--- src/rtl/sedge_pkg.sv ---
package sedge_pkg;

	localparam int WIDTH_LIMIT  = 2048;
	localparam int HEIGHT_LIMIT = 2048;
	localparam int MIN_SIZE     = 3;

	localparam int SIZE_W  = 12;
	localparam int POS_W   = 11;
	localparam int THR_W   = 11;
	localparam int PIX_W   = 8;
	localparam int GRAD_W  = 11;
	localparam int SQ_W    = 21;
	localparam int MAG_W   = 22;
	localparam int LIM_W   = 23;
	localparam int ADDR_W  = $clog2(WIDTH_LIMIT);

	localparam int GRAY_SUM_W  = 10;
	localparam int GRAY_RECIP  = 683;
	localparam int GRAY_SHIFT  = 11;
	localparam int GRAY_PROD_W = 20;

	localparam int FIFO_DEPTH = 4;
	localparam int FIFO_PTR_W = $clog2(FIFO_DEPTH);
	localparam int FIFO_CNT_W = FIFO_PTR_W + 1;

	localparam logic [SIZE_W-1:0] WIDTH_RESET  = SIZE_W'(640);
	localparam logic [SIZE_W-1:0] HEIGHT_RESET = SIZE_W'(480);
	localparam logic [THR_W-1:0]  THR_RESET    = THR_W'(128);

	localparam logic [PIX_W-1:0] EDGE_VALUE = PIX_W'(0);
	localparam logic [PIX_W-1:0] FLAT_VALUE = PIX_W'(255);

	localparam int APB_ADDR_W = 4;
	localparam int APB_DATA_W = 32;

	typedef enum logic [1:0] {
		REG_FRAME_WIDTH    = 2'd0,
		REG_FRAME_HEIGHT   = 2'd1,
		REG_EDGE_THRESHOLD = 2'd2
	} sedge_reg_t;

	typedef struct packed {
		logic signed [GRAD_W-1:0] gx;
		logic signed [GRAD_W-1:0] gy;
		logic [POS_W-1:0]         column;
		logic [POS_W-1:0]         row;
		logic                     frame_done;
	} sedge_entry_t;

	function automatic logic [SIZE_W-1:0] sat_size(input logic [SIZE_W-1:0] v,
		input logic [SIZE_W-1:0] hi);
		logic [SIZE_W-1:0] r;
		r = v;
		if (v < SIZE_W'(MIN_SIZE)) r = SIZE_W'(MIN_SIZE);
		else if (v > hi) r = hi;
		return r;
	endfunction

endpackage

--- src/rtl/sedge_fifo.sv ---
module sedge_fifo import sedge_pkg::*; (
	input  logic         clk,
	input  logic         arst_n,
	input  logic         push,
	input  sedge_entry_t push_entry,
	output logic         full,
	input  logic         pop,
	output logic         not_empty,
	output sedge_entry_t pop_entry
);

	sedge_entry_t slot_q [FIFO_DEPTH];
	logic [FIFO_PTR_W-1:0] wr_ptr_q, rd_ptr_q;
	logic [FIFO_CNT_W-1:0] count_q;
	logic do_push, do_pop;

	assign full      = (count_q == FIFO_CNT_W'(FIFO_DEPTH));
	assign not_empty = (count_q != '0);
	assign do_push   = push && !full;
	assign do_pop    = pop && not_empty;
	assign pop_entry = slot_q[rd_ptr_q];

	always_ff @(posedge clk) begin
		if (do_push) slot_q[wr_ptr_q] <= push_entry;
	end

	always_ff @(posedge clk or negedge arst_n) begin
		if (!arst_n) begin
			wr_ptr_q <= '0;
			rd_ptr_q <= '0;
			count_q  <= '0;
		end else begin
			if (do_push) wr_ptr_q <= wr_ptr_q + FIFO_PTR_W'(1);
			if (do_pop) rd_ptr_q <= rd_ptr_q + FIFO_PTR_W'(1);
			if (do_push && !do_pop) count_q <= count_q + FIFO_CNT_W'(1);
			else if (do_pop && !do_push) count_q <= count_q - FIFO_CNT_W'(1);
		end
	end

endmodule

--- config.mk ---
export PLATFORM = sky130hd
export DESIGN_NAME = sedge_fifo
export DESIGN_NICKNAME = d
export VERILOG_FILES = /design/src/rtl/sedge_pkg.sv /design/src/rtl/sedge_fifo.sv
export SDC_FILE = /design/constraint.sdc
export NUM_CORES = 1
export LEC_CHECK = 0
export BUFFER_PORTS_ARGS = -buffer_cell sky130_fd_sc_hd__buf_2
export CORE_UTILIZATION = 40
export CTS_CLUSTER_DIAMETER = 40
export DETAILED_ROUTE_END_ITERATION = 6
export GPL_TIMING_DRIVEN = 0
export SKIP_CTS_REPAIR_TIMING = 1
export SKIP_LAST_GASP = 1
export SYNTH_ARGS = -nofsm -noshare
export SYNTH_HDL_FRONTEND = slang
export SYNTH_SLANG_ARGS = --single-unit
--- constraint.sdc ---
create_clock -name clk -period 5.1 [get_ports clk]
set_clock_uncertainty 0.2 [all_clocks]
set_input_delay 1.02 -clock clk [delete_from_list [all_inputs] [get_ports clk]]
set_output_delay 1.02 -clock clk [all_outputs]
set_load 0.05 [all_outputs]
# Yosys cells after proc, flatten, opt, wreduce, memory -nomap -nowiden

Memories as Yosys holds them, arrays and structs flattened.
Index checks and enable logic that the tools add are counted.

Memory bits (writable): 180
Output and inout bits: 47
Memories kept: 1
Bits of input ports: 49
Word-level logic and storage cells: 22
Bits in registers: 7

Memory list:

| memory | words | bits a word | read ports | clocked after memory_dff | write ports | RTL line         | RTL |
|---|---|---|---|---|---|---|---|
| slot_q | 4     | 45          | 1          | 0                        | 1           | sedge_fifo.sv:12 | `sedge_entry_t slot_q [FIFO_DEPTH];` |

Equality and inequality tests: 1
Muxes and demuxes: 4
Reductions and logical operators: 9
$add $sub $neg: 4

Operators with widths:

| kind                                             | count |
|---|---|
| two-way mux 3 bit                                | 2 |
| adder 2 x 1 -> 2 bit, second input constant      | 2 |
| logical AND 1 bit                                | 4 |
| adder 3 x 1 -> 3 bit, second input constant      | 1 |
| == test 3 bit, second input constant             | 1 |
| logical NOT 1 bit                                | 3 |
| nonzero test 3 bit                               | 1 |
| subtractor 3 x 1 -> 3 bit, second input constant | 1 |
| two-way mux 1 bit                                | 2 |
| nonzero test 2 bit                               | 1 |

# Depth between registers and ports, before layout

Gate-level depths: netlist (run 1).

Word-level depth: 7
Gate-level depth with buffers: 9
Mapped depth without buffers: 8

# Least setup slack after synthesis (run 1)

Ideal clock, no wire load.

Kind: in2reg
Start point: input port push
End point: memory slot_q[3][0] in the netlist's numbering (enable)
Required time: 4451 ps
Stages on the path: 2
Arrival time: 2972 ps
Path slack: 1479 ps
Buffers on the path: 0
Cell sequence: nand2_1 -> nor2_1

Longest elaborated chain between the ends: 3

RTL lines:

| element                                 | RTL line         | RTL |
|---|---|---|
| from (decl)                             | sedge_fifo.sv:4  | `input logic push,` |
| logical AND 1 bit                       | sedge_fifo.sv:19 | `assign do_push = push && !full;` |
| two-way mux 1 bit                       | sedge_fifo.sv:24 | `if (do_push) slot_q[wr_ptr_q] <= push_entry;` |
| two-way mux 1 bit (implied by the code) | sedge_fifo.sv:24 |  |
| to (decl)                               | sedge_fifo.sv:12 |  |

Every way passes these cells.

==> impl_metrics.py, run 1 <==
metrics = {
    "sta": {
        "hold_viol_final": 0,
        "fin_tns_setup_ps": 0,
        "worst_slew_margin_rel_pct": 43.28,
        "grt_setup_unrepaired": "false",
        "setup_violations": 0,
        "measured_slew_at_the_worst_slew_check_pin_ps": 848.9,
        "holdWs_ps": 222.3,
        "fmaxAchievable_mhz": 314.1,
        "final_period_minus_worst_setup_slack_ps": 3184,
        "timing_max_transition_violations_final": 0,
        "post-route-period-util_pct": 62.43,
    },
    "cells_and_area": {
        "antennaDiodeCount": 0,
        "fillers": 1433,
        "post_route_cells_drive_above_1_share_pct": 46.77,
        "area_growth_pct": 19.49,
        "multi_input_comb_area_um2": 1250,
        "postLayoutCoreUtil_pct": 49.48,
        "final_design_area_no_fill_um2": 8293,
        "layout.area.seq_um2": 5580,
        "nets_finish": 444,
    },
    "clocking": {
        "clock_tree_from_tritoncts": "yes",
        "tritoncts.num_buffers": 17,
        "clockBufferDepth": 2,
        "clock_sink_count": 187,
        "cts.clk_slew.worst_paths_ps": 60,
        "clock_tree.htree_level_count": 4,
        "worstSkewPairLatency_ps": 420,
        "clockRootBuffer": "sky130_fd_sc_hd__clkbuf_16",
    },
    "drt": {
        "ant_nets": 0,
        "dr_total_vias": 3113,
        "first_pass_iters": 4,
        "drt_iter0_drc": 170,
        "drcViolationCount": 0,
        "postRouteWirelength_um": 11870,
        "detailed_route_vias_per_instance": 5.005,
        "detail_route.wl_per_cell_um": 19.09,
    },
    "status": {
        "run_status": "completed",
    },
    "die": {
        "die_height_um": 133.7,
        "initial_core_utilization_pct": 41.41,
        "fp.dieArea_um2": 17880,
        "num_io_pins": 96,
        "std_cell_rows": 47,
        "fp.dieW_um": 133.7,
        "core_um2": 16760,
    },
    "pwr": {
        "power_mw": 5.506,
        "power.leakage_nw": 2.857,
        "powerDensity_nw_per_um2": 663.9,
        "ir_worst_vdd_v": 0.0003333,
    },
    "setup_path": {
        "required_ps": 3880,
        "regToRegStartpoint": "count_q[0]",
        "cp-end-kind": "output port",
        "crit_path_start_kind": "flip-flop",
        "worstSetupPathType": "flip-flop to output port",
        "cp_slowest_stage_delay_ps": 530,
        "worst_ep_arrival_time_ps": 1960,
        "critPathMaxFanout": 10,
        "crit_path_top_delay_cell": "sky130_fd_sc_hd__mux4_2",
        "timing.critical_path.cells": "buf_6, buf_8, mux4_2, buf_2",
        "startpoint": "rd_ptr_q[0]",
    },
    "global_route": {
        "via_count_of_the_first_global_routing_pass": 3402,
        "grtUsageTotal_pct": 14.71,
        "initial_antenna_violation_count": 0,
        "grt_start_max_net_pins": 27,
        "gr-total-overflow": 0,
        "grt_pass1_wl_um": 18890,
    },
    "synthesis": {
        "yosys_warnings": 0,
        "postSynth.asyncResetShare_pct": 3.743,
        "synth.top_cells.by_count": "sky130_fd_sc_hd__edfxtp_1 (180), sky130_fd_sc_hd__mux4_2 (45), sky130_fd_sc_hd__dfrtp_1 (7), sky130_fd_sc_hd__buf_2 (5), sky130_fd_sc_hd__ha_1 (5)",
        "synth-edff-count": 180,
        "synth_top_cell_area_share_pct": 77.88,
        "yosys.cell_count.top_type": "sky130_fd_sc_hd__edfxtp_1",
        "postSynthRegisterBits": 187,
        "netlist_instances": 271,
        "synthesis.nets": 326,
        "synth.largest_area_cell": "sky130_fd_sc_hd__edfxtp_1",
        "synth_seq_area_share_pct": 80.40,
        "most_used_flip_flop_cell_after_synthesis": "sky130_fd_sc_hd__edfxtp_1",
        "syn-mean-instance-area_um2": 25.61,
        "yosys.cell_types.count": 22,
        "synthesis.area_um2": 6940,
        "synthTopCellsByArea": "sky130_fd_sc_hd__edfxtp_1 (78%), sky130_fd_sc_hd__mux4_2 (15%), sky130_fd_sc_hd__dfrtp_1 (2.5%)",
    },
    "place": {
        "detailed_place.area_um2": 7782,
        "gpl.final_weighted_congestion": 0.6596,
        "detailedPlacementHpwl_um": 7411,
        "place.port_buffers": 95,
    },
    "hold_path": {
        "hold_path.class": "input pin to asynchronous set/reset pin",
    },
    "job": {
        "drv.max_cap_violation_count": 0,
    },
}
cells by family (layout without fill, tap and decap cells):
family	after synthesis	in the layout	synth area share (%)
DFF	187	187	80.40
buffers and inverters	14	145	1.749
xor gates and xnor gates	6	6	0.7572
and+or+nand+nor	11	11	0.9195
adders and majority gates	6	6	1.190
muxes	47	47	14.98
final timing paths:
path	endpoint	slack (ps)	depth (start not counted)
max	pop_entry[25]	1920	4
min	count_q[0]	220	1
max reg2reg	count_q[2]	2730	8
min reg2reg	count_q[2]	300	1
max in group asynchronous	rd_ptr_q[1]	4320	1
min in group clk	count_q[2]	300	1
worst max-delay path, delay by kind of cell, from the launching register on:
kind                   cells  cell delay, ps
muxes                      1             530
buffers and inverters      3             640
DFF                        1             370
final cells by class:
| type | count | share of cell area (%) |
|---|---|---|
| inverters | 3 | 0.1358 |
| well taps | 220 | 3.319 |
| clock buffers | 19 | 5.220 |
| repair buffers | 99 | 6.699 |
| flip-flops and latches | 187 | 67.29 |
| plain buffers | 11 | 1.328 |
| clock inverters | 13 | 0.9354 |
| multi-input cells | 70 | 15.07 |
metal layers:
metal / vias to the layer above / wire length (um) / GRT usage, %
li1: 1380 / - / -
met1: 1637 / 5206 / 19.09
met2: 78 / 5854 / 23.09
met3: 18 / 609 / 3.957
met4: 0 / 204 / 7.008
met5: - / 0 / 0
report_power, final:
group	switching [mW]	total, mW	internal, mW
clock	0.531	1.15	0.617
sequential	0.0761	2.11	2.03
combinational	1.53	2.25	0.720
metrics by stage:
step	std cells	worst slack [ps]
after global placement	586	-334.0
after global routing	622	1809
after floorplan	271	1479
after detailed placement	590	2274
after CTS	622	1860
final	622	1916
layout by cell type (no fill, tap or decap), types with 2 or more instances in the layout:
cell type	Yosys	final
sky130_fd_sc_hd__and2_2	0	3
sky130_fd_sc_hd__buf_12	2	6
sky130_fd_sc_hd__buf_2	5	100
sky130_fd_sc_hd__buf_6	2	2
sky130_fd_sc_hd__clkbuf_1	0	2
sky130_fd_sc_hd__clkbuf_16	0	17
sky130_fd_sc_hd__clkinv_1	0	4
sky130_fd_sc_hd__clkinv_2	0	4
sky130_fd_sc_hd__clkinv_4	0	2
sky130_fd_sc_hd__dfrtp_1	7	7
sky130_fd_sc_hd__edfxtp_1	180	180
sky130_fd_sc_hd__ha_1	5	5
sky130_fd_sc_hd__inv_1	3	3
sky130_fd_sc_hd__inv_6	0	2
sky130_fd_sc_hd__mux4_2	45	45
sky130_fd_sc_hd__nand2_1	2	2
sky130_fd_sc_hd__xnor2_1	4	4
sky130_fd_sc_hd__xor2_1	2	2
flip-flops by register name, indices dropped and copies added (netlist names):
register and count:
slot_q 180, count_q 3, rd_ptr_q 2, wr_ptr_q 2
Power figures use the tool's default switching activity.
==> run 2, diff against run 1 <==
==> constraint.sdc (replaced) <==
create_clock -name clk -period 3.1 [get_ports clk]
set_clock_uncertainty 0.2 [all_clocks]
set_input_delay 0.62 -clock clk [delete_from_list [all_inputs] [get_ports clk]]
set_output_delay 0.62 -clock clk [all_outputs]
set_load 0.05 [all_outputs]
==> run 2 against run 1 <==
Effect of this change: first-iteration DRC count increased by 16%; register-to-register slack got worse by 2000 ps; wire length increased by 0.93%; highest routed layer unchanged; sequential power increased by 64%.
==> impl_metrics.py, run 2 (same netlist as run 1, synthesis figures left out) <==
metrics = {
    "die": {
        "fp.dieArea_um2": 17880,
        "core_um2": 16760,
        "std_cell_rows": 47,
        "die_height_um": 133.7,
        "num_io_pins": 96,
        "initial_core_utilization_pct": 41.41,
        "fp.dieW_um": 133.7,
    },
    "pwr": {
        "powerDensity_nw_per_um2": 1127,
        "ir_worst_vdd_v": 0.0005472,
        "power.leakage_nw": 2.929,
    },
    "clocking": {
        "clock_sink_count": 187,
        "tritoncts.num_buffers": 17,
        "clock_tree.htree_level_count": 4,
        "cts.clk_slew.worst_paths_ps": 70,
        "clockRootBuffer": "sky130_fd_sc_hd__clkbuf_16",
        "clockBufferDepth": 2,
        "worstSkewPairLatency_ps": 420,
        "clock_tree_from_tritoncts": "yes",
    },
    "cells_and_area": {
        "layout_common_cells": "sky130_fd_sc_hd__edfxtp_1 (180), sky130_fd_sc_hd__buf_2 (100), sky130_fd_sc_hd__mux4_2 (45), sky130_fd_sc_hd__clkbuf_16 (17), sky130_fd_sc_hd__dfrtp_1 (7)",
        "post_route_cells_drive_above_1_share_pct": 47.89,
        "layout.area.seq_um2": 5580,
        "multi_input_comb_area_um2": 1250,
        "layout.cells.most_common": "sky130_fd_sc_hd__edfxtp_1",
        "largest_register_ffs": 180,
        "area_growth_pct": 21.63,
        "regMostFlops": "slot_q",
        "nets_finish": 445,
        "biggestRegsByFlops": "slot_q (180), count_q (3)",
        "final_design_area_no_fill_um2": 8442,
        "fillers": 1384,
    },
    "sta": {
        "timing_max_transition_violations_final": 0,
        "hold_viol_final": 0,
        "setup_violations": 0,
        "fmaxAchievable_mhz": 357.0,
        "grt_setup_unrepaired": "false",
        "post-route-period-util_pct": 90.36,
        "final_period_minus_worst_setup_slack_ps": 2801,
        "holdWs_ps": 203.4,
        "measured_slew_at_the_worst_slew_check_pin_ps": 820.1,
        "worst_slew_margin_rel_pct": 45.19,
    },
    "setup_path": {
        "critPathMaxFanout": 10,
        "cp-end-kind": "output port",
        "worstSetupPathType": "flip-flop to output port",
        "worst_ep_arrival_time_ps": 1980,
        "required_ps": 2280,
        "crit_path_start_kind": "flip-flop",
    },
    "global_route": {
        "gr-total-overflow": 0,
        "grt_start_max_net_pins": 28,
        "grt_pass1_wl_um": 18570,
        "grtUsageTotal_pct": 14.63,
        "via_count_of_the_first_global_routing_pass": 3316,
        "initial_antenna_violation_count": 1,
    },
    "drt": {
        "detailed_route_vias_per_instance": 4.955,
        "ant_nets": 0,
        "dr_total_vias": 3092,
        "detail_route.wl_per_cell_um": 19.20,
        "drcViolationCount": 0,
        "drt_iter0_drc": 198,
        "first_pass_iters": 4,
        "postRouteWirelength_um": 11980,
    },
    "place": {
        "gpl.final_weighted_congestion": 0.6776,
        "detailed_place.area_um2": 7782,
        "detailedPlacementHpwl_um": 7331,
        "place.port_buffers": 95,
    },
    "hold_path": {
        "hold_path.class": "input pin to flip-flop",
    },
    "status": {
        "run_status": "completed",
    },
    "job": {
        "drv.max_cap_violation_count": 0,
    },
}
run 2: cell count changes in the layout (fill, tap and decap cells not counted), sizes merged:
cell | before | now
bufinv | 0 | 5
clkinv | 10 | 6
clkbuf | 19 | 18
clkinvlp | 1 | 0
diode | 0 | 1
dlygate4sd3 | 0 | 1
inv | 5 | 6
run 2: critical path: stages, from the launching register on:
cell and delay [ps]:
sky130_fd_sc_hd__dfrtp_1 320, sky130_fd_sc_hd__buf_2 280, sky130_fd_sc_hd__buf_2 350, sky130_fd_sc_hd__mux4_2 370
sky130_fd_sc_hd__buf_2 230
run 2: per-layer routing:
layer	vias up	part of all wire [%]	track usage, %
li1	1384	-	-
met1	1618	43	19.04
met2	74	50	22.97
met3	16	4.6	4.110
met4	0	1.7	6.503
met5	-	0	0
run 2: worst paths after layout:
check	start	endpoint	slack (ps)	depth (start not counted)
max	rd_ptr_q[1]	pop_entry[16]	300	4
min	push_entry[36]	slot_q[3][36]	200	1
max reg2reg	count_q[0]	count_q[2]	700	8
min reg2reg	count_q[2]	count_q[2]	310	1
max in group asynchronous	arst_n	wr_ptr_q[1]	2190	2
min in group asynchronous	arst_n	count_q[1]	350	2
run 2: power by group:
part,internal [mW],switching [mW],leakage (nW)
combinational,1.18,2.51,0.880
clock,1.44,0.911,0.319
sequential,3.34,0.125,1.73
run 2: layout make-up:
type / instances / share of cell area, %
diodes: 1 / 0.02964
plain buffers: 11 / 1.304
clock buffers: 18 / 5.084
clock inverters: 14 / 2.579
inverters: 3 / 0.1334
multi-input cells: 70 / 14.81
flip-flops and latches: 187 / 66.10
well taps: 220 / 3.261
repair buffers: 100 / 6.699
run 2: metrics by stage:
stage          setup TNS [ps]  cells  worst slack (ps)  power (mW)  util (%)
3_3_place_gp           -85430    586            -493.7       7.199     45.91
4_1_cts                     0    622             234.8       9.647     50.29
3_5_place_dp                0    590             646.4       7.296     46.44
6_report                    0    624             298.9       9.510     50.37
5_1_grt                     0    623             197.7       9.914     50.35
2_1_floorplan               0    271             329.8       6.400         -
==> run 3, diff against run 2 <==
--- a/config.mk
+++ b/config.mk
@@ -9,7 +9,6 @@
 export CORE_UTILIZATION = 40
 export CTS_CLUSTER_DIAMETER = 40
 export DETAILED_ROUTE_END_ITERATION = 6
-export GPL_TIMING_DRIVEN = 0
 export SKIP_CTS_REPAIR_TIMING = 1
 export SKIP_LAST_GASP = 1
 export SYNTH_ARGS = -nofsm -noshare
==> run 3 against run 2 <==
Effect of this change: setup slack got worse by 130 ps; flip-flop and latch count unchanged; wire length increased by 1.3%; sequential share of layout area increased by 0.87 points; fmax decreased by 4.5%; sequential power increased by 4%; first-iteration DRC count decreased by 6.6%; combinational power decreased by 4%; critical path type unchanged; die area unchanged; core utilization decreased by 0.61 points.
==> impl_metrics.py, run 3 (same netlist as run 1, synthesis figures left out) <==
metrics = {
    "sta": {
        "fin_tns_setup_ps": 0,
        "timing_max_transition_violations_final": 0,
        "hold_viol_final": 0,
        "worst_slew_margin_rel_pct": 63.78,
        "post-route-period-util_pct": 94.64,
        "measured_slew_at_the_worst_slew_check_pin_ps": 543.3,
        "final_period_minus_worst_setup_slack_ps": 2934,
        "setup_violations": 0,
        "fmaxAchievable_mhz": 340.8,
        "grt_setup_unrepaired": "false",
        "finalWorstSetupSlack_ps": 166.1,
        "holdWs_ps": 206.8,
    },
    "setup_path": {
        "timing.critical_path.depth": 3,
        "crit_path_top_delay_cell": "sky130_fd_sc_hd__dfrtp_4",
        "cp_slowest_stage_delay_ps": 670,
        "critPathMaxFanout": 19,
        "cp-end-kind": "output port",
        "cpLargestDelayFamily": "flip-flops",
        "r2r_cells": 8,
        "worstSetupPathType": "flip-flop to output port",
        "worst_ep_arrival_time_ps": 2110,
        "timing.critical_path.cells": "buf_12, mux4_2, buf_2",
        "critPathBufInv": 2,
        "crit_path_start_kind": "flip-flop",
        "required_ps": 2280,
    },
    "status": {
        "run_status": "completed",
    },
    "cells_and_area": {
        "layout.cells.most_common": "sky130_fd_sc_hd__edfxtp_1",
        "multi_input_comb_area_um2": 1250,
        "largest_register_ffs": 180,
        "post_route_cells_drive_above_1_share_pct": 48.26,
        "stdcell_count": 623,
        "fillers": 1376,
        "postLayoutCoreUtil_pct": 49.76,
        "biggestRegsByFlops": "slot_q (180), count_q (3)",
        "final_design_area_no_fill_um2": 8339,
        "regMostFlops": "slot_q",
        "layout.area.seq_um2": 5585,
        "nets_finish": 444,
        "area_growth_pct": 20.16,
        "layout_common_cells": "sky130_fd_sc_hd__edfxtp_1 (180), sky130_fd_sc_hd__buf_2 (95), sky130_fd_sc_hd__mux4_2 (45), sky130_fd_sc_hd__clkbuf_16 (17), sky130_fd_sc_hd__buf_4 (8)",
    },
    "global_route": {
        "grt_pass1_wl_um": 18930,
        "via_count_of_the_first_global_routing_pass": 3434,
        "gr-total-overflow": 0,
        "grtUsageTotal_pct": 14.80,
        "grt_start_max_net_pins": 39,
        "initial_antenna_violation_count": 1,
    },
    "clocking": {
        "tritoncts.num_buffers": 17,
        "clockBufferDepth": 2,
        "clock_sink_count": 187,
        "clock_tree.htree_level_count": 4,
        "worstSkewPairLatency_ps": 420,
        "clock_tree_from_tritoncts": "yes",
        "clockRootBuffer": "sky130_fd_sc_hd__clkbuf_16",
        "cts.clk_slew.worst_paths_ps": 60,
    },
    "die": {
        "fp.dieW_um": 133.7,
        "die_height_um": 133.7,
        "num_io_pins": 96,
        "core_um2": 16760,
        "fp.dieArea_um2": 17880,
        "initial_core_utilization_pct": 41.41,
        "std_cell_rows": 47,
    },
    "hold_path": {
        "hold_path.class": "input pin to flip-flop",
        "worstHoldPathCells": 1,
    },
    "drt": {
        "detailed_route_vias_per_instance": 4.989,
        "postRouteWirelength_um": 12140,
        "dr_total_vias": 3108,
        "detail_route.wl_per_cell_um": 19.48,
        "drt_iter0_drc": 185,
        "ant_nets": 0,
        "first_pass_iters": 4,
        "drcViolationCount": 0,
    },
    "pwr": {
        "power_mw": 9.118,
        "ir_worst_vdd_v": 0.0004912,
        "powerDensity_nw_per_um2": 1093,
        "power.leakage_nw": 2.863,
    },
    "job": {
        "drv.max_cap_violation_count": 0,
    },
    "place": {
        "setup_slack_at_placement_ps": 531.0,
        "gpl.final_weighted_congestion": 0.7238,
        "dpl.cell_count": 589,
        "detailedPlacementHpwl_um": 7601,
        "detailed_place.area_um2": 7777,
        "place.port_buffers": 95,
    },
}
-- run 3: where the power goes --
part	internal, mW	total, mW	switching [mW]
clock	1.07	1.96	0.887
sequential	3.35	3.60	0.258
combinational	1.17	3.55	2.38
total	5.59	9.12	3.53
-- run 3: worst paths after layout --
kind	from	end	slack, ps
setup reg to reg	count_q[2]	count_q[2]	640
hold reg to reg	count_q[2]	count_q[2]	300
setup / recovery	rd_ptr_q[0]	pop_entry[30]	170
min in group asynchronous	arst_n	wr_ptr_q[1]	360
hold / removal	push_entry[4]	slot_q[0][4]	210
max in group asynchronous	arst_n	rd_ptr_q[0]	2150
-- run 3: layer usage --
| layer | up-vias | track usage (%) | share of wire (%) |
|---|---|---|---|
| li1 | 1383 | - | - |
| met1 | 1634 | 17.82 | 42 |
| met2 | 77 | 24.64 | 52 |
| met3 | 14 | 4.718 | 4.8 |
| met4 | 0 | 6.061 | 1.6 |
| met5 | - | 0 | 0 |
-- run 3: final cells by class --
type	instances	area share (%)
well taps	220	3.301
clock inverters	12	1.110
clock buffers	20	5.476
flip-flops and latches	187	66.98
multi-input cells	70	14.99
diodes	1	0.03001
repair buffers	110	7.982
inverters	3	0.1350
-- run 3: worst reg2reg max path: stages (launching register included) --
cell and delay (ps):
sky130_fd_sc_hd__dfrtp_1 400, sky130_fd_sc_hd__nor3b_2 200, sky130_fd_sc_hd__nor2b_1 380, sky130_fd_sc_hd__ha_1 280
sky130_fd_sc_hd__inv_1 70, sky130_fd_sc_hd__fa_1 380, sky130_fd_sc_hd__xor2_1 150, sky130_fd_sc_hd__nor2_1 130
sky130_fd_sc_hd__xor2_1 190
