### src/rtl/sedge_pkg.sv
package sedge_pkg;

	localparam int WIDTH_LIMIT  = 2048;
	localparam int HEIGHT_LIMIT = 2048;
	localparam int MIN_SIZE     = 3;

	localparam int SIZE_W  = 12;
	localparam int POS_W   = 11;
	localparam int THR_W   = 11;
	localparam int PIX_W   = 8;
	localparam int GRAD_W  = 11;
	localparam int SQ_W    = 21;
	localparam int MAG_W   = 22;
	localparam int LIM_W   = 23;
	localparam int ADDR_W  = $clog2(WIDTH_LIMIT);

	localparam int GRAY_SUM_W  = 10;
	localparam int GRAY_RECIP  = 683;
	localparam int GRAY_SHIFT  = 11;
	localparam int GRAY_PROD_W = 20;

	localparam int FIFO_DEPTH = 4;
	localparam int FIFO_PTR_W = $clog2(FIFO_DEPTH);
	localparam int FIFO_CNT_W = FIFO_PTR_W + 1;

	localparam logic [SIZE_W-1:0] WIDTH_RESET  = SIZE_W'(640);
	localparam logic [SIZE_W-1:0] HEIGHT_RESET = SIZE_W'(480);
	localparam logic [THR_W-1:0]  THR_RESET    = THR_W'(128);

	localparam logic [PIX_W-1:0] EDGE_VALUE = PIX_W'(0);
	localparam logic [PIX_W-1:0] FLAT_VALUE = PIX_W'(255);

	localparam int APB_ADDR_W = 4;
	localparam int APB_DATA_W = 32;

	typedef enum logic [1:0] {
		REG_FRAME_WIDTH    = 2'd0,
		REG_FRAME_HEIGHT   = 2'd1,
		REG_EDGE_THRESHOLD = 2'd2
	} sedge_reg_t;

	typedef struct packed {
		logic signed [GRAD_W-1:0] gx;
		logic signed [GRAD_W-1:0] gy;
		logic [POS_W-1:0]         column;
		logic [POS_W-1:0]         row;
		logic                     frame_done;
	} sedge_entry_t;

	function automatic logic [SIZE_W-1:0] sat_size(input logic [SIZE_W-1:0] v,
		input logic [SIZE_W-1:0] hi);
		logic [SIZE_W-1:0] r;
		r = v;
		if (v < SIZE_W'(MIN_SIZE)) r = SIZE_W'(MIN_SIZE);
		else if (v > hi) r = hi;
		return r;
	endfunction

endpackage

### src/rtl/sedge_back.sv
module sedge_back import sedge_pkg::*; (
	input  logic              clk,
	input  logic              arst_n,
	input  logic [THR_W-1:0]  threshold,
	input  logic              q_not_empty,
	input  sedge_entry_t      q_entry,
	output logic              q_pop,
	output logic              result_valid,
	input  logic              result_stall,
	output logic [PIX_W-1:0]  pixel_value,
	output logic [POS_W-1:0]  column,
	output logic [POS_W-1:0]  row,
	output logic              frame_done
);

	logic valid_s2, valid_s3, ld_s3, free_s2;
	logic [SQ_W-1:0] gx2_s2, gy2_s2;
	logic [LIM_W-1:0] lim_s2;
	logic [POS_W-1:0] col_s2, row_s2;
	logic done_s2;
	logic signed [2*GRAD_W-1:0] sqx, sqy;
	logic [SIZE_W-1:0] thr_inc;
	logic [2*SIZE_W-1:0] lim_full;
	logic [MAG_W-1:0] mag;

	assign ld_s3   = valid_s2 && (!valid_s3 || !result_stall);
	assign free_s2 = !valid_s2 || ld_s3;
	assign q_pop   = q_not_empty && free_s2;

	assign sqx      = (2*GRAD_W)'(q_entry.gx) * (2*GRAD_W)'(q_entry.gx);
	assign sqy      = (2*GRAD_W)'(q_entry.gy) * (2*GRAD_W)'(q_entry.gy);
	assign thr_inc  = {1'b0, threshold} + SIZE_W'(1);
	assign lim_full = (2*SIZE_W)'(thr_inc) * (2*SIZE_W)'(thr_inc);
	assign mag      = {1'b0, gx2_s2} + {1'b0, gy2_s2};

	always_ff @(posedge clk or negedge arst_n) begin
		if (!arst_n) begin
			valid_s2 <= 1'b0;
			valid_s3 <= 1'b0;
		end else begin
			if (q_pop) valid_s2 <= 1'b1;
			else if (ld_s3) valid_s2 <= 1'b0;
			if (ld_s3) valid_s3 <= 1'b1;
			else if (!result_stall) valid_s3 <= 1'b0;
		end
	end

	always_ff @(posedge clk) begin
		if (q_pop) begin
			gx2_s2  <= sqx[SQ_W-1:0];
			gy2_s2  <= sqy[SQ_W-1:0];
			lim_s2  <= lim_full[LIM_W-1:0];
			col_s2  <= q_entry.column;
			row_s2  <= q_entry.row;
			done_s2 <= q_entry.frame_done;
		end
		if (ld_s3) begin
			pixel_value <= ({1'b0, mag} >= lim_s2) ? EDGE_VALUE : FLAT_VALUE;
			column      <= col_s2;
			row         <= row_s2;
			frame_done  <= done_s2;
		end
	end

	assign result_valid = valid_s3;

endmodule

### config.mk
export PLATFORM = sky130hd
export DESIGN_NAME = sedge_back
export DESIGN_NICKNAME = d
export VERILOG_FILES = /design/src/rtl/sedge_pkg.sv /design/src/rtl/sedge_back.sv
export SDC_FILE = /design/constraint.sdc
export NUM_CORES = 1
export LEC_CHECK = 0
export BUFFER_PORTS_ARGS = -buffer_cell sky130_fd_sc_hd__buf_4
export CORE_MARGIN = 5
export CORE_UTILIZATION = 30
export DETAILED_ROUTE_END_ITERATION = 10
export PLACE_DENSITY = 0.53
export SYNTH_ARGS = -nofsm -noshare
export SYNTH_HDL_FRONTEND = slang
export SYNTH_SLANG_ARGS = --single-unit
### constraint.sdc
create_clock -name clk -period 3.05 [get_ports clk]
set_input_delay 0.4575 -clock clk [delete_from_list [all_inputs] [get_ports clk]]
set_output_delay 0.4575 -clock clk [all_outputs]
set_load 0.1 [all_outputs]
# Word level (Yosys, flattened, before mapping)
# Index checks and enable logic that the tools add are counted.
word_totals:
  latch_bits: 0
  out_inout_bits: 33
  romBits: 0
  inputBits: 60
  reg_bits: 121
  wordCells: 32
  ram_bits: 0
  n_memories: 0
classes:
  bitwise_logic: 0
  mux: 5
  n_lt_le_gt_ge: 1
  reduce_logical: 8
  n_addsub: 2
  n_div: 0
  shift: 0
  multipliers: 3
  eq_ne: 1
ops:
  columns: ["cell", "n"]
  rows:
  - ["multiplier 11 x 11 -> 21 bit", 2]
  - ["greater-or-equal comparator 22 x 23 -> 1 bit", 1]
  - ["multiplier 12 x 12 -> 23 bit", 1]
  - ["adder 21 x 21 -> 22 bit", 1]
  - ["adder 11 x 1 -> 12 bit (second input constant)", 1]
  - ["2-to-1 mux 8 bit", 1]
  - ["2-to-1 mux 1 bit", 4]
  - ["logical NOT 1 bit", 3]
  - ["logical AND 1 bit", 2]
  - ["logical OR 1 bit", 2]
  - ["!= test 2 x 1 -> 1 bit (second input constant)", 1]
  - ["nonzero test 2 bit", 1]

# Longest topological paths before layout
# Gate-level depths: netlist of run 1.
logic_depth:
  word_depth: 6
  depth_mapped: 27
  depth_no_buf: 26

# Worst setup path before layout of run 1
# Ideal clock, no wire load.
synth_path:
  path_type: "input to register"
  start: "input port threshold[0]"
  end: "register lim_s2[22], data pin"
  t_required_ns: 2.786
  stages: 26
  setup_slack_ns: -2.807
  n_path_buf: 1
  arrival_ns: 5.592
  setup_time_ns: 0.264
  path_cell_list: "ha_1 nand3_1 inv_1 nand3_2 nor2_2 and2_1 xnor2_1 clkbuf_1 nor2_1 fa_1 inv_1 fa_1 fa_1 inv_1 fa_1 inv_1 fa_1 inv_1 ha_1 o21a_1 nor2_1 inv_1 o311ai_0 nor3_1 a2111oi_2 xnor2_1"
synth_between:
  elab_chain_len: 2
synth_rtl:
  columns: ["item", "line_no", "text"]
  rows:
  - ["start: declaration", "sedge_back.sv:4", "input logic [THR_W-1:0] threshold,"]
  - ["adder 11 x 1 -> 12 bit", "sedge_back.sv:32", "assign thr_inc = {1'b0, threshold} + SIZE_W'(1);"]
  - ["multiplier 12 x 12 -> 23 bit", "sedge_back.sv:33", "assign lim_full = (2*SIZE_W)'(thr_inc) * (2*SIZE_W)'(thr_inc);"]
  - ["net lim_full[22]", "sedge_back.sv:23", "logic [2*SIZE_W-1:0] lim_full;"]
  - ["end signal: assignment", "sedge_back.sv:52", "lim_s2 <= lim_full[LIM_W-1:0];"]
  - ["end: declaration", "sedge_back.sv:18", "logic [LIM_W-1:0] lim_s2;"]
# The timed path passes the listed nets, and every way through them passes these cells.
# A chain may end at the register's enable or synchronous reset.

# Final worst setup path of run 1
layout_path:
  start: "input port threshold[0]"
  end: "register lim_s2[18], data pin"
# Same word-level chain as after synthesis.

==> flow_metrics.tcl, run 1 <==
set metrics [dict create \
    htreeDepth 3 \
    cp-endpoint "lim_s2[18]$_DFFE_PP_" \
    synth_xor_area_share_pct 5.08 \
    maxCapViolCount 0 \
    slew_headroom_pct 62.8 \
    violations "setup timing" \
    status "finished, violations left" \
    viasPerCell 4.28 \
    initial_utilization_pct 30.2 \
    cp.depth 28 \
    syn_avg_cell_area_um2 10.1 \
    grt-ovfl-total 0 \
    ff_latch_area_um2 3320 \
    r2r_slack_ns -0.23 \
    firstDrtPassIters 7 \
    drc_errors 0 \
    dp_hpwl_um 31300 \
    fmax_mhz 186 \
    grt_max_degree 45 \
    drive_gt1_share_pct 37.3 \
    via_count 12400 \
    ys_seq_area_share_pct 19.6 \
    drtIter0Drc 285 \
    maxSlewViolCount 0 \
    cts_tree "yes" \
    pre_cts_ws_ns -2.81 \
    worst_slew_pin_slew_ns 0.558 \
    cts.clk_slew.worst_paths_ns 0.08 \
    fin_crit_ns 5.37 \
    synth-edff-count 109 \
    worstSetupStartpointType "input port" \
    cp.required_ns 3.15 \
    clock_sinks 111 \
    ys_types 78 \
    rows 87 \
    cpPeakStageDelay_ns 0.54 \
    synth-main-ff-cell "edfxtp_1" \
    layout-area-overhead-vs-synth_pct 38.8 \
    fillers 5499 \
    rsz0062_at_grt "yes" \
    place_inst 2820 \
    pin_count 93 \
    core_area_um2 56200 \
    grt_pass1_vias 14100 \
    numCtsBuffers 9 \
    grt_usage_pct 12.5 \
    clock_path_buffers 2 \
    gp_congestion 0.816 \
    muxShareOfSynthArea_pct 0.192 \
    synth_area_leaders "fa_1, edfxtp_1, ha_1, inv_1, xnor2_1" \
    synth_warnings 0 \
    synth_top_area_share_pct 33.0 \
    syn-instance-count 1676 \
    setup_violations 51 \
    die_w_um 248 \
    stdcell_count 2898 \
    worstReg2RegEnd "pixel_value[6]$_DFFE_PP_" \
    fin_worst_skew_ns 0.0171 \
    synth_fa_ha_area_share_pct 46.2 \
    worst-r2r-cell-count 14 \
    wirelength_um 37000 \
    ant_nets 0 \
    antenna_cells 0 \
    synth_top_family_by_area "adder cells" \
    synthArstFlopShare_pct 1.80 \
    ys_ff_latch 111 \
    yosys.area_share.simple_pct 10.8 \
    min_path_type "in2reg" \
    fin_hold_ws_ns 0.278 \
    setup_ws_ns -2.32 \
    finalCritPeriodShare_pct 176 \
    grt_pass1_wl_um 65100 \
    path_max_fanout 5 \
    timing.rr.start "gy2_s2[5]$_DFFE_PP_" \
    worstSkewPairLatency_ns 0.35 \
    cp_slowest_cell "fa_2" \
    worstSetupStartpoint "threshold[0]" \
    portBuffers 92 \
    crit_path_frequent_cell "inv_2" \
    critPathTopFamily "adder cells" \
    root_buffer "clkbuf_16" \
    die-area_um2 61400 \
    cp-end-kind "register" \
    antenna_found_initial 0 \
    final_nets 2656 \
    cp.arrival_ns 5.47 \
    hold_viol 0 \
    worstSetupPathType "in2reg" \
    crit_buf_inv 9 \
    die_y_um 248 \
    synth_compound_area_share_pct 7.39 \
    multi_input_area_um2 13300 \
    wire_per_inst_um 12.8 \
    synth_largest_area_cell "fa_1" \
    synth_area_um2 17000 \
]
==> cells in the mapped netlist, drive strengths merged, types with 2 or more instances <==
cell and n:
a2111oi 3, a211o 2, a211oi 5, a21boi 3
a21o 34, a21oi 49, a311oi 3, a31o 2
a31oi 11, a41oi 2, and2 82, and3 13
and4 2, buf 11, clkbuf 29, conb 2
dfrtp 2, edfxtp 109, fa 279, ha 180
inv 432, mux2 2, nand2 92, nand2b 21
nand3 16, nand4 8, nor2 76, nor2b 22
nor3 13, nor4 3, o211ai 4, o21a 14
o21ai 27, o21bai 6, o31ai 2, or2 3
or3 2, xnor2 72, xor2 22
==> stage by stage <==
| step | setup TNS (ns) | area, um^2 | util (%) |
|---|---|---|---|
| 3_5_place_dp | -92.48 | 21500 | 38.3 |
| 4_1_cts | -70.25 | 22900 | 40.8 |
| 2_1_floorplan | -73.73 | 17700 | - |
| 5_1_grt | -77.15 | 23500 | 41.9 |
| 6_report | -70.21 | 23500 | 41.9 |
| 3_3_place_gp | -90.52 | 21500 | 38.3 |
==> layout make-up <==
cell class / count / share of cell area [%]
clock inverters: 6 / 0.261
clock buffers: 10 / 0.973
multi-input cells: 1097 / 56.7
inverters: 433 / 6.97
repair buffers: 485 / 16.9
well taps: 756 / 4.02
flip-flops and latches: 111 / 14.1
==> repair_timing <==
| item | in CTS | in global routing |
|---|---|---|
| buffers inserted | 58 | 22 |
| hold buffers | 1 | 0 |
| setup endpoints to repair | 51 | 51 |
| endpoints found under the hold margin | 2 | 0 |
| gates resized for setup | 187 | 99 |
| pin swaps | 118 | 72 |
==> worst min-delay path by stage <==
stage	startpoint	to	slack [ns]	cells past startpoint
after CTS	q_entry[15]	col_s2[3]$_DFFE_PP_	0.26	1
after global placement	arst_n	valid_s2$_DFFE_PN0P_	0.24	1
after detailed placement	arst_n	result_valid$_DFFE_PN0P_	0.24	1
after floorplan	arst_n	result_valid$_DFFE_PN0P_	0.16	0
after global routing	q_entry[15]	col_s2[3]$_DFFE_PP_	0.25	1
final	q_entry[15]	col_s2[3]$_DFFE_PP_	0.28	1
==> flip-flops by register name, summed over array words and instances, names as in the netlist, 11 cells and up <==
name and flops:
lim_s2 22, column 11, gy2_s2 20, row 11, gx2_s2 20, row_s2 11, col_s2 11
==> layout by cell type (no fill, tap or decap), types with 25 or more instances in the layout <==
cell | synthesis | routed
buf_4 | 9 | 416
inv_1 | 430 | 386
and2_4 | 0 | 27
inv_2 | 1 | 45
edfxtp_1 | 109 | 109
nand2_1 | 91 | 66
a21oi_1 | 46 | 25
and2_1 | 81 | 54
fa_1 | 279 | 261
ha_4 | 0 | 37
xnor2_1 | 70 | 59
nor2_1 | 74 | 55
ha_1 | 180 | 136
a21o_1 | 31 | 31
buf_6 | 0 | 55
==> cell families after synthesis <==
family,after synthesis
buffers and inverters,473
AOI/OAI and AO/OA,177
xor gates and xnor gates,94
muxes,3
adders and majority gates,459
other,2
DFF,111
and+or+nand+nor,357
==> metal layers <==
metal  routed length (um)  vias up  GRT usage (%)
li1                     -     6112              -
met3                 1150       23           1.16
met4                  224        0           1.13
met2                18800      135           22.9
met5                    0        -              0
met1                16800     6144           16.8
Power of run 1 is not shown: default switching activity piles up to over one toggle a cycle in this logic, so the estimate is an artifact.
==> inputs of run 2 (changes only) <==
--- a/config.mk
+++ b/config.mk
@@ -5,11 +5,12 @@
 export SDC_FILE = /design/constraint.sdc
 export NUM_CORES = 1
 export LEC_CHECK = 0
+export ABC_AREA = 1
 export BUFFER_PORTS_ARGS = -buffer_cell sky130_fd_sc_hd__buf_4
 export CORE_MARGIN = 5
-export CORE_UTILIZATION = 30
+export CORE_UTILIZATION = 46
 export DETAILED_ROUTE_END_ITERATION = 10
-export PLACE_DENSITY = 0.53
+export PLACE_DENSITY = 0.71
 export SYNTH_ARGS = -nofsm -noshare
 export SYNTH_HDL_FRONTEND = slang
 export SYNTH_SLANG_ARGS = --single-unit
==> run 2 against run 1 <==
Effect of this change: the run still ends with setup timing left; sequential share of layout area down 0.82 points; core utilization up 23 points; die area fell by 30%; via count grew 20%; routed wire length is 20% higher; clock skew down 0.0032 ns; setup slack improved by 0.33 ns; critical path type unchanged; largest cell class unchanged.
==> flow_metrics.tcl, run 2 <==
set metrics [dict create \
    antenna_found_initial 0 \
    grt_pass1_wl_um 73100 \
    grt_pass1_vias 15900 \
    maxSlewViolCount 0 \
    wire_per_inst_um 14.5 \
    status "finished, violations left" \
    syn-instance-count 2132 \
    path_max_fanout 5 \
    final_common_cell "inv_1" \
    cts.clk_slew.worst_paths_ns 0.08 \
    viasPerCell 4.86 \
    worstSetupPathType "in2reg" \
    initial_utilization_pct 46.6 \
    synth_area_um2 18000 \
    min_path_type "in2reg" \
    ys_types 42 \
    drive_gt1_share_pct 38.4 \
    clock_sinks 111 \
    syn_avg_cell_area_um2 8.44 \
    rsz0062_at_grt "yes" \
    ys_seq_area_share_pct 18.5 \
    stdcell_count 3062 \
    setup_ws_ns -1.98 \
    synth_area_leaders "fa_1, edfxtp_1, inv_1, ha_1, nand2_1" \
    post_dp_cell_area_um2 22400 \
    grt_usage_pct 20.0 \
    clock_path_buffers 2 \
    dp_hpwl_um 36000 \
    portBuffers 92 \
    violations "setup timing" \
    fmax_mhz 199 \
    gp_congestion 0.870 \
    synthArstFlopShare_pct 1.80 \
    ant_nets 0 \
    largest_reg_flops 22 \
    synthTopCellsByCount "inv_1, nand2_1, fa_1, ha_1, nor2_1" \
    htreeDepth 3 \
    synth-main-ff-cell "edfxtp_1" \
    antenna_cells 0 \
    layout-area-overhead-vs-synth_pct 38.9 \
    via_count 14900 \
    synth_warnings 0 \
    firstDrtPassIters 5 \
    fin_area_um2 25000 \
    drtIter0Drc 659 \
    grt-ovfl-total 0 \
    synth_top_area_share_pct 31.0 \
    max_flop_register "lim_s2" \
    maxCapViolCount 0 \
    die_y_um 208 \
    cp-end-kind "register" \
    cp.arrival_ns 5.15 \
    synth_largest_area_cell "fa_1" \
    cts_tree "yes" \
    ys_ff_latch 111 \
    fin_crit_ns 5.03 \
    synth-edff-count 109 \
    die-area_um2 43200 \
    worstSkewPairLatency_ns 0.37 \
    mostFrequentLayoutCells "inv_1, buf_4, nand2_1" \
    cpPeakStageDelay_ns 0.57 \
    wirelength_um 44400 \
    yosysMostFrequentCell "inv_1" \
    finalCritPeriodShare_pct 165 \
    setup_violations 50 \
    grt_max_degree 37 \
    rows 72 \
    cp_slowest_cell "fa_1" \
    final_nets 3058 \
    worstSetupStartpointType "input port" \
    pin_count 93 \
    core_area_um2 38600 \
    fin_hold_ws_ns 0.267 \
    drc_errors 0 \
    place_inst 2993 \
    fin_worst_skew_ns 0.0139 \
    final_core_util_pct 64.7 \
    root_buffer "clkbuf_16" \
    hold_viol 0 \
    numCtsBuffers 9 \
    top_regs "lim_s2 x22, gx2_s2 x20, gy2_s2 x20" \
    die_w_um 208 \
    cp.required_ns 3.17 \
]
## run 2: changes by cell type in the layout (fill, tap and decap cells not counted), moves of 26 or more
| cell | before | now |
|---|---|---|
| nand2_2 | 19 | 91 |
| buf_4 | 416 | 345 |
| nand2_4 | 7 | 51 |
| xnor2_1 | 59 | 18 |
| nor2_4 | 7 | 35 |
| nand2_1 | 66 | 294 |
| a21o_1 | 31 | 5 |
| inv_2 | 45 | 96 |
| inv_1 | 386 | 504 |
| nand3_1 | 11 | 42 |
| and2_1 | 54 | 2 |
| nor2_1 | 55 | 88 |
## run 2: per-stage QoR
stage,worst slack [ns],TNS [ns]
2_1_floorplan,-2.11,-63.79
3_3_place_gp,-2.39,-81.54
3_5_place_dp,-2.48,-84.25
4_1_cts,-1.93,-60.59
5_1_grt,-2.16,-68.53
6_report,-1.98,-62.07
## run 2: final timing paths
path | endpoint | depth (start not counted) | slack, ns | from
worst min-delay path | done_s2$_DFFE_PP_ | 1 | 0.27 | q_entry[0]
worst max-delay path | lim_s2[18]$_DFFE_PP_ | 27 | -1.98 | threshold[0]
worst max register to register | pixel_value[6]$_DFFE_PP_ | 20 | 0.19 | gx2_s2[4]$_DFFE_PP_
min in group asynchronous | valid_s2$_DFFE_PN0P_ | 2 | 0.41 | arst_n
max in group asynchronous | result_valid$_DFFE_PN0P_ | 2 | 2.54 | arst_n
worst min register to register | column[4]$_DFFE_PP_ | 0 | 0.42 | col_s2[4]$_DFFE_PP_
## run 2: routing by layer
layer | routed length, um | vias to the layer above | global-route usage, %
met5 | 0 | - | 0
met3 | 1740 | 89 | 2.60
met2 | 24000 | 323 | 37.5
met1 | 17500 | 7317 | 24.6
met4 | 1270 | 0 | 4.53
li1 | - | 7162 | -
## run 2: critical path: cells and delay by family
kind            cells  cell delay (ns)
fa+ha+maj           7             2.97
simple gates       11             0.84
buf+inv             7             0.58
compound gates      1             0.16
xor+xnor            1             0.15
## run 2: cells by family (layout without fill, tap and decap cells)
| logic type | Yosys count | in the layout | synth area share [%] |
|---|---|---|---|
| AOI/OAI and AO/OA | 132 | 132 | 4.03 |
| xor gates and xnor gates | 62 | 62 | 3.02 |
| adders and majority gates | 459 | 459 | 43.6 |
| buffers and inverters | 648 | 1055 | 13.8 |
| DFF | 111 | 111 | 18.5 |
| other | 2 | 7 | 0.0417 |
| and+or+nand+nor | 718 | 718 | 17.1 |
## run 2: layout make-up
class                   count  area, um^2
multi-input cells        1378       14700
fillers                  2967       13700
repair buffers            428        3700
flip-flops and latches    111        3330
inverters                 611        2330
well taps                 518         648
clock buffers               9         225
clock inverters             7        88.8
## run 2: repair_timing
item	in CTS	in global routing
hold buffers	1	0
hold endpoints to repair	2	0
setup buffers	23	32
endpoints found under the setup margin	50	51
pin swaps	164	156
gates resized for setup	269	221
Power of run 2 is left out for the same reason.
==> inputs of run 3 (changes only) <==
--- a/config.mk
+++ b/config.mk
@@ -11,6 +11,7 @@
 export CORE_UTILIZATION = 46
 export DETAILED_ROUTE_END_ITERATION = 10
 export PLACE_DENSITY = 0.71
+export SKIP_CTS_REPAIR_TIMING = 1
 export SYNTH_ARGS = -nofsm -noshare
 export SYNTH_HDL_FRONTEND = slang
 export SYNTH_SLANG_ARGS = --single-unit
==> run 3 against run 2 <==
Effect of this change: critical path depth up 1; global-route usage down 0.95 points; non-clock buffer count down 4; critical path type unchanged; register-to-register slack worse by 0.03 ns; the run still ends with setup timing left; highest routed layer unchanged.
==> flow_metrics.tcl, run 3 (same netlist as run 2, synthesis figures left out) <==
set metrics [dict create \
    status "finished, violations left" \
    violations "setup timing" \
    cp.required_ns 3.17 \
    die-area_um2 43200 \
    drc_errors 0 \
    firstDrtPassIters 5 \
    final_common_cell "inv_1" \
    fin_hold_ws_ns 0.266 \
    grt_max_degree 37 \
    final_core_util_pct 63.5 \
    worst-r2r-cell-count 20 \
    cp_slowest_cell "fa_2" \
    cp.depth 28 \
    maxCapViolCount 0 \
    max_flop_register "lim_s2" \
    cp.arrival_ns 5.18 \
    grt_pass1_wl_um 69800 \
    largest_reg_flops 22 \
    pin_count 93 \
    worstSetupPathType "in2reg" \
    rows 72 \
    ant_nets 0 \
    worstSetupStartpoint "threshold[0]" \
    antenna_cells 0 \
    numCtsBuffers 9 \
    post_dp_cell_area_um2 22400 \
    maxSlewViolCount 0 \
    portBuffers 92 \
    critPathTopFamily "adder cells" \
    wirelength_um 42600 \
    fin_setup_tns_ns -62.23 \
    cts_tree "yes" \
    finalCritPeriodShare_pct 166 \
    layout-area-overhead-vs-synth_pct 36.4 \
    die_w_um 208 \
    fin_crit_ns 5.06 \
    grt-ovfl-total 0 \
    core_area_um2 38600 \
    rsz0062_at_grt "yes" \
    min_path_type "in2reg" \
    clock_path_buffers 2 \
    die_y_um 208 \
    worstSetupStartpointType "input port" \
    mostFrequentLayoutCells "inv_1, buf_4, nand2_1" \
    htreeDepth 3 \
    path_max_fanout 5 \
    crit_buf_inv 9 \
    clock_sinks 111 \
    setup_violations 50 \
    drtIter0Drc 580 \
    fin_worst_skew_ns 0.00997 \
    cp-endpoint "lim_s2[18]$_DFFE_PP_" \
    root_buffer "clkbuf_16" \
    via_count 14700 \
    dp_hpwl_um 36000 \
    holdPathStages 1 \
    final_nets 3054 \
    initial_utilization_pct 46.6 \
    r2r_slack_ns 0.16 \
    drive_gt1_share_pct 36.3 \
    cpPeakStageDelay_ns 0.52 \
    viasPerCell 4.80 \
    cp-end-kind "register" \
    worstSkewPairLatency_ns 0.37 \
    grt_usage_pct 19.1 \
    wire_per_inst_um 13.9 \
    hold_viol 0 \
    worstReg2RegEnd "pixel_value[6]$_DFFE_PP_" \
    timing.rr.start "gx2_s2[3]$_DFFE_PP_" \
    cts.clk_slew.worst_paths_ns 0.08 \
    grt_pass1_vias 15300 \
    fmax_mhz 198 \
    antenna_found_initial 0 \
    gp_congestion 0.870 \
    top_regs "lim_s2 x22, gx2_s2 x20, gy2_s2 x20" \
    fin_area_um2 24500 \
    setup_ws_ns -2.01 \
]
## run 3: cell types whose count changed in the layout (fill, tap and decap cells not counted), sizes merged
cell  before  now
buf      427  423
## run 3: final cells by class
cell class	count	area, um^2
Multi-Input combinational cell	1378	14400
Fill cell	3054	14100
Clock buffer	9	225
Sequential cell	111	3330
Inverter	611	2320
Clock inverter	7	88.8
Timing Repair Buffer	424	3550
Tap cell	518	648
## run 3: per-stage QoR
step	worst slack (ns)	instances
CTS	-2.10	3009
detailed placement	-2.48	2993
floorplan	-2.11	2137
finish	-2.01	3058
global placement	-2.39	2993
global route	-2.29	3058
## run 3: worst min path at each step
stage,start,to
global route,q_entry[0],done_s2$_DFFE_PP_
CTS,arst_n,valid_s2$_DFFE_PN0P_
detailed placement,arst_n,valid_s2$_DFFE_PN0P_
global placement,arst_n,valid_s2$_DFFE_PN0P_
finish,q_entry[0],done_s2$_DFFE_PP_
floorplan,arst_n,valid_s2$_DFFE_PN0P_
## run 3: worst register-to-register path, cell delays in order, from the launching register on
cell and delay, ns:
edfxtp_1 0.46, ha_4 0.32, nand2_1 0.06, nand2_2 0.10, nand2_1 0.08, nand2_2 0.10, nand2_1 0.05, nand2_1 0.12
nand2_1 0.11, nand2_1 0.08, nand2_1 0.05, nand2_1 0.09, inv_1 0.08, ha_4 0.28, nand2_1 0.07, nor2_1 0.12
nand2_1 0.09, nor3_1 0.18, nand2_1 0.08, nand3_1 0.08, nor2_1 0.06
## run 3: layer usage
| metal | share of wire, % | track usage (%) |
|---|---|---|
| met1 | 41 | 23.9 |
| met2 | 54 | 35.2 |
| met3 | 3.4 | 2.37 |
| met4 | 2.2 | 4.35 |
| met5 | 0 | 0 |
Power of run 3 is left out for the same reason.
